==> src/sv/brbf_pkg.sv <==
// shared types and constants for the byte ring buffer fifo
package brbf_pkg;

  localparam int DataW = 8;
  localparam int PtrW  = 8;
  localparam int CntW  = 8;
  localparam int CapW  = 9;
  localparam int CmdW  = 2;
  localparam int ApbW  = 32;
  localparam int AddrW = 2;

  localparam logic [CapW-1:0] CapMax   = 9'd256;
  localparam logic [CapW-1:0] CapMin   = 9'd2;
  localparam logic [AddrW-1:0] RegCap  = 2'd0;

  typedef enum logic [CmdW-1:0] {
    CmdPush  = 2'd0,
    CmdPop   = 2'd1,
    CmdPeek  = 2'd2,
    CmdClear = 2'd3
  } cmd_e;

endpackage

==> src/sv/byte_ring_buffer_fifo_top.sv <==
// byte ring buffer fifo with push, pop, peek and clear over one synchronous memory
//
// channel   | direction | tdata                                   | tuser
// s_axis    | in        | data_in[7:0]                            | cmd[1:0]
// m_axis    | out       | data_out[7:0] fill_count[15:8] free[23:16] | ok[0]
// apb       | in        | capacity_in_use at address 0, bits 8:0  | -
//
// one request per cycle unless the output stalls; a taken request's result is registered
// in stage s1 and then in the output register, with the memory read held in rd_data_q
// pointers and the fill count are updated when the request is taken
// reset sets capacity to the smaller of DEPTH and 256 and empties the ring
// a stalled output holds its result while one more request waits behind it
module byte_ring_buffer_fifo_top #(
  parameter int DEPTH = 256
) (
  input  logic                          clk_i,
  input  logic                          rst_ni,
  input  logic                          s_axis_tvalid,
  output logic                          s_axis_tready,
  input  logic [brbf_pkg::DataW-1:0]    s_axis_tdata,   // data_in
  input  logic [brbf_pkg::CmdW-1:0]     s_axis_tuser,   // cmd
  output logic                          m_axis_tvalid,
  input  logic                          m_axis_tready,
  output logic [3*brbf_pkg::DataW-1:0]  m_axis_tdata,   // data_out, fill_count, free_space
  output logic                          m_axis_tuser,   // ok
  input  logic                          psel,
  input  logic                          penable,
  input  logic                          pwrite,
  input  logic [brbf_pkg::AddrW-1:0]    paddr,
  input  logic [brbf_pkg::ApbW-1:0]     pwdata,
  output logic [brbf_pkg::ApbW-1:0]     prdata,
  output logic                          pready
);
  import brbf_pkg::*;

  localparam int MemAw = (DEPTH > 1) ? $clog2(DEPTH) : 1;
  localparam int CapTopI = (DEPTH < 256) ? DEPTH : 256;
  localparam logic [CapW-1:0] CapTop = CapW'(CapTopI);

  logic [DataW-1:0] mem_q [DEPTH];
  logic [DataW-1:0] rd_data_q;

  logic [CapW-1:0] cap_q, cap_d;
  logic [PtrW-1:0] rptr_q, rptr_d, wptr_q, wptr_d;
  logic [CntW-1:0] cnt_q, cnt_d;

  logic            s1_valid_q;
  logic            s1_ok_q, s1_ok_d;
  logic            s1_rd_q, s1_rd_d;
  logic [CntW-1:0] s1_fill_q;
  logic [CntW-1:0] s1_free_q, s1_free_d;

  logic             out_valid_q;
  logic             out_ok_q;
  logic [DataW-1:0] out_data_q;
  logic [CntW-1:0]  out_fill_q;
  logic [CntW-1:0]  out_free_q;

  logic            s1_move, in_acc, cfg_wr;
  logic            full, empty;
  logic [CapW-1:0] wnext, rnext, cap_wr, free_w;
  cmd_e            cmd;
  logic            mem_we, mem_re;

  assign pready  = 1'b1;
  assign cfg_wr  = psel && penable && pwrite && (paddr == RegCap);
  assign prdata  = (paddr == RegCap) ? ApbW'(cap_q) : '0;

  assign s1_move       = s1_valid_q && (!out_valid_q || m_axis_tready);
  assign s_axis_tready = !s1_valid_q || s1_move;
  assign in_acc        = s_axis_tvalid && s_axis_tready;
  assign cmd           = cmd_e'(s_axis_tuser);

  assign full  = ({1'b0, cnt_q} == (cap_q - CapW'(1)));
  assign empty = (cnt_q == '0);
  assign wnext = (({1'b0, wptr_q} + CapW'(1)) >= cap_q) ? '0 : ({1'b0, wptr_q} + CapW'(1));
  assign rnext = (({1'b0, rptr_q} + CapW'(1)) >= cap_q) ? '0 : ({1'b0, rptr_q} + CapW'(1));

  always_comb begin
    cap_wr = pwdata[CapW-1:0];
    if (cap_wr < CapMin) begin
      cap_wr = CapMin;
    end else if (cap_wr > CapTop) begin
      cap_wr = CapTop;
    end
  end

  always_comb begin
    cap_d   = cap_q;
    rptr_d  = rptr_q;
    wptr_d  = wptr_q;
    cnt_d   = cnt_q;
    s1_ok_d = 1'b0;
    s1_rd_d = 1'b0;
    mem_we  = 1'b0;
    mem_re  = 1'b0;
    if (cfg_wr) begin
      cap_d  = cap_wr;
      rptr_d = '0;
      wptr_d = '0;
      cnt_d  = '0;
    end else if (in_acc) begin
      unique case (cmd)
        CmdPush: begin
          if (!full) begin
            mem_we  = 1'b1;
            wptr_d  = wnext[PtrW-1:0];
            cnt_d   = cnt_q + CntW'(1);
            s1_ok_d = 1'b1;
          end
        end
        CmdPop: begin
          if (!empty) begin
            mem_re  = 1'b1;
            s1_rd_d = 1'b1;
            rptr_d  = rnext[PtrW-1:0];
            cnt_d   = cnt_q - CntW'(1);
            s1_ok_d = 1'b1;
          end
        end
        CmdPeek: begin
          if (!empty) begin
            mem_re  = 1'b1;
            s1_rd_d = 1'b1;
            s1_ok_d = 1'b1;
          end
        end
        CmdClear: begin
          rptr_d  = '0;
          wptr_d  = '0;
          cnt_d   = '0;
          s1_ok_d = 1'b1;
        end
        default: begin
          s1_ok_d = 1'b0;
        end
      endcase
    end
  end

  assign free_w    = cap_q - CapW'(1) - {1'b0, cnt_d};
  assign s1_free_d = free_w[CntW-1:0];

  always_ff @(posedge clk_i) begin
    if (mem_we) begin
      mem_q[MemAw'(wptr_q)] <= s_axis_tdata;
    end
    if (mem_re) begin
      rd_data_q <= mem_q[MemAw'(rptr_q)];
    end
  end

  always_ff @(posedge clk_i or negedge rst_ni) begin
    if (!rst_ni) begin
      cap_q       <= CapTop;
      rptr_q      <= '0;
      wptr_q      <= '0;
      cnt_q       <= '0;
      s1_valid_q  <= 1'b0;
      out_valid_q <= 1'b0;
    end else begin
      cap_q  <= cap_d;
      rptr_q <= rptr_d;
      wptr_q <= wptr_d;
      cnt_q  <= cnt_d;
      if (in_acc) begin
        s1_valid_q <= 1'b1;
      end else if (s1_move) begin
        s1_valid_q <= 1'b0;
      end
      if (s1_move) begin
        out_valid_q <= 1'b1;
      end else if (m_axis_tready) begin
        out_valid_q <= 1'b0;
      end
    end
  end

  always_ff @(posedge clk_i) begin
    if (in_acc) begin
      s1_ok_q   <= s1_ok_d;
      s1_rd_q   <= s1_rd_d;
      s1_fill_q <= cnt_d;
      s1_free_q <= s1_free_d;
    end
    if (s1_move) begin
      out_ok_q   <= s1_ok_q;
      out_data_q <= s1_rd_q ? rd_data_q : '0;
      out_fill_q <= s1_fill_q;
      out_free_q <= s1_free_q;
    end
  end

  assign m_axis_tvalid = out_valid_q;
  assign m_axis_tdata  = {out_free_q, out_fill_q, out_data_q};
  assign m_axis_tuser  = out_ok_q;

endmodule
==> config.mk <==
export PLATFORM = sky130hd
export DESIGN_NAME = byte_ring_buffer_fifo_top
export DESIGN_NICKNAME = d
export VERILOG_FILES = /design/src/sv/brbf_pkg.sv /design/src/sv/byte_ring_buffer_fifo_top.sv
export SDC_FILE = /design/constraint.sdc
export NUM_CORES = 2
export LEC_CHECK = 0
export BUFFER_PORTS_ARGS = -buffer_cell sky130_fd_sc_hd__clkbuf_2
export CAP_MARGIN = 20
export CORE_UTILIZATION = 42
export DETAILED_ROUTE_END_ITERATION = 10
export GPL_TIMING_DRIVEN = 1
export PLACE_DENSITY_LB_ADDON = 0.2
export SYNTH_ARGS = -nofsm -noshare
export SYNTH_HDL_FRONTEND = slang
export SYNTH_SLANG_ARGS = --single-unit
export TNS_END_PERCENT = 30
==> constraint.sdc <==
create_clock -name clk_i -period 8.92 [get_ports clk_i]
set_input_delay 1.338 -clock clk_i [delete_from_list [all_inputs] [get_ports clk_i]]
set_output_delay 1.338 -clock clk_i [all_outputs]
set_load 0.005 [all_outputs]
==> qor.txt <==
Slew Limit Fails = 0
Clk sinks = 2134
Vias per inst = 5.749
Post-synthesis compound-gate area fraction = 1.641%
Ratio of cells with drive above 1 in the final layout = 26.52%
Post_cts resized = 0
Slew HR = 22.58%
DR pass1 iterations = 6
Die X = 449.0 um
Main synth FF type = edfxtp_1
Total CTS buffers = 215
Detailed Route WL = 205000 um
Total track usage = 20.32%
Area leader, netlist = edfxtp_1
Worst setup SP type = flop
Io pins = 111
CP Capture Type = flop
Status = finished, final reports clean
Vias in the first global route = 39599
R2R Path Start = cap_q[1]
DR iter-0 viols = 4010
Crit path arrival time = 6.29 ns
Leak = 0.02828 uW
Gr ovfl total = 0
Die H = 449.0 um
Worst Path Required = 9.44 ns
Wirelength per Cell = 30.37 um
Final setup fails = 0
Worst setup path end = s1_free_q[7]
CTS root buffer = clkbuf_16
Via count = 38811
Max Cap Violations = 0
Post-synth top area share = 75.10%
Layout Skew = 0.02737 ns
Yosys reg bits = 2134
Post-synth cell types = 66
First-pass GRT wire length = 292600 um
Gate count of the mapped netlist = 3809
Clk slew on worst S/H paths = 0.06 ns
Setup Crit Path Kind = reg2reg
Asr flop ratio synth = 1.640%
Worst Tran Pin Value = 1.161 ns
Area growth syn-to-layout = 11.94%
Worst-Skew Late Latency = 0.84 ns
Synth area leaders = edfxtp_1, mux4_2, nor2_1, dfrtp_1, ha_1
Main combinational cell family by area after synthesis = multiplexers
Dpl hpwl = 118900 um
Worst vdd ir = 0.1818 mV
Pwr Density = 247.7 nW/um2
Post-Synth XOR/XNOR Area = 0.3056%
Cell Area, Synth = 83930 um2
Setup tns final = 0 ns
Placer Congestion = 0.8230
# DRC = 0
I/O Buffers = 63
Worst Setup SP = cap_q[1]
Peak Freq = 0.1734 GHz
Site row count = 163
Mux contribution to synthesized area = 17.25%
Initial core utilization = 42.43%
Simple-gate share of the synthesized area = 2.679%
ANT nets after route = 0
Synth Warn # = 0
Pin count of the biggest net entering global routing = 131
Net count, final = 4021
Initial antenna violation count = 13
Setup repair bufs after CTS = 0
R2r setup slk = 3.15 ns
Hold-fix buffers, CTS = 0
Fin crit period = 5.767 ns
Die Area = 201600 um2
Htree depth = 4
Average cell area after synthesis = 22.03 um2
CP Max Fanout = 15
Worst Hold Class = reg2reg
RSZ-0062 raised after global routing = no
Tcrit/Tclk final = 64.66%
Finished Layout Cells = 6751
Placed Cells = 6354
Post-synth EDFFs = 2099
Max Root-Sink Buffers = 3
Worst r2r path cells = 16
Core Region = 197800 um2
CTS tree = yes
Share of the yosys chip area belonging to registers = 76.14%
RR Endpoint = s1_free_q[7]
Final hold violation count = 0
FILL cells = 16180
Adder-cell share of the synthesized area = 0.5754%
## cell usage after synthesis, drive strengths merged, types with 3 or more instances
master   count
edfxtp    2099
mux4       641
nor2       293
buf        124
clkbuf     116
nand2       85
a22oi       39
ha          37
dfrtp       34
inv         28
nand3       28
o21ai       26
nor3        23
a21oi       19
a22o        18
xnor2       18
and2        17
a221oi      16
nand2b      14
nand4       12
a21o        11
nor2b       10
o221ai      10
a211oi       8
nor4         8
or2          6
xor2         6
o211ai       5
o21a         5
a221o        4
a31oi        4
and3         4
nor4b        4
mux2         3
o2111ai      3
## through the flow
step	setup slack (ns)	power (uW)	utilization, %	hold slack (ns)	area [um2]
floorplan	4.566	13730	-	0.4003	84010
CTS	3.307	23510	47.47	0.4192	93910
global placement	3.064	14930	44.11	0.4005	87270
detailed placement	2.968	14950	44.11	0.4045	87270
finish	3.153	23280	47.49	0.4190	93950
global route	2.888	24010	47.49	0.4254	93940
## how the worst min path moves through the flow
| stage | startpoint | to | slack, ns | depth (start not counted) |
|---|---|---|---|---|
| after global placement | s1_free_q[1] | out_free_q[1] | 0.40 | 0 |
| after detailed placement | s1_free_q[4] | out_free_q[4] | 0.40 | 0 |
| after floorplan | s1_ok_q | m_axis_tuser | 0.40 | 0 |
| after global routing | s1_fill_q[2] | out_fill_q[2] | 0.43 | 0 |
| after CTS | s1_free_q[4] | out_free_q[4] | 0.42 | 0 |
| final | s1_free_q[5] | out_free_q[5] | 0.42 | 0 |
## cell type report
| type | instances | area [um2] | area share, % |
|---|---|---|---|
| flip-flops and latches | 2134 | 63920 | 68.04 |
| well taps | 2640 | 3303 | 3.516 |
| diodes | 5 | 12.51 | 0.01332 |
| clock inverters | 119 | 915.9 | 0.9749 |
| repair buffers | 124 | 960.9 | 1.023 |
| multi-input cells | 1427 | 19000 | 20.22 |
| inverters | 30 | 112.6 | 0.1199 |
| clock buffers | 272 | 5722 | 6.090 |
## registers in the layout, indices dropped and copies added (netlist names), 8 cells and up
register	flops
cap_q	9
mem_q	2048
s1_fill_q	8
out_data_q	8
cnt_q	8
rd_data_q	8
out_free_q	8
out_fill_q	8
rptr_q	8
wptr_q	8
s1_free_q	8
## critical path: stages (launching register included)
cell and delay [ns]:
dfrtp_1 0.41, inv_1 0.25, ha_1 0.30, nor4b_1 0.43, nand2b_1 0.11, a221o_1 0.36
a2111oi_4 0.95, nand2_1 0.26, a31oi_1 0.40, a2bb2oi_1 0.22, ha_1 0.35, a21oi_1 0.09
o2111ai_1 0.29, nand3_1 0.28, and3_1 0.25, a221oi_1 0.27, nand3_1 0.22
## cells by family after synthesis
logic type               count (synthesis)
XOR/XNOR                                26
flip-flops                            2134
AND/OR/NAND/NOR                        512
other                                    2
AO/OA/AOI/OAI                          182
buffers and inverters                  270
multiplexers                           645
adder cells (fa/ha/maj)                 38
## layout by cell type, fill, tap and decap left out, types with 18 or more instances in the layout
master	Yosys	routed
nand2_1	85	69
clkbuf_2	0	55
a22oi_1	39	39
mux4_2	641	641
ha_1	37	37
edfxtp_1	2099	2099
xnor2_1	18	18
a22o_1	18	18
dfrtp_1	34	30
a21oi_1	18	18
conb_1	2	24
clkbuf_16	0	221
clkbuf_1	116	51
o21ai_0	26	26
nor3_1	22	22
nand3_1	28	28
buf_4	25	53
clkinv_1	2	58
inv_1	28	28
nor2_1	293	292
clkinv_2	0	39
## where the power goes
part           internal [uW]  total, uW  switching (uW)
logic                   1580       3430            1850
registers              11100      11300             132
clock network           4860       8600            3740
total                  17600      23300            5720
## metal layers
metal | share of wire [%] | up-vias | GRT usage, %
met5 | 0.046 | - | 0
met4 | 2.6 | 16 | 6.127
met3 | 7.5 | 301 | 4.572
met2 | 48 | 1356 | 31.99
met1 | 42 | 20904 | 28.38
li1 | - | 16234 | -
Power figures use the tool's default switching activity.
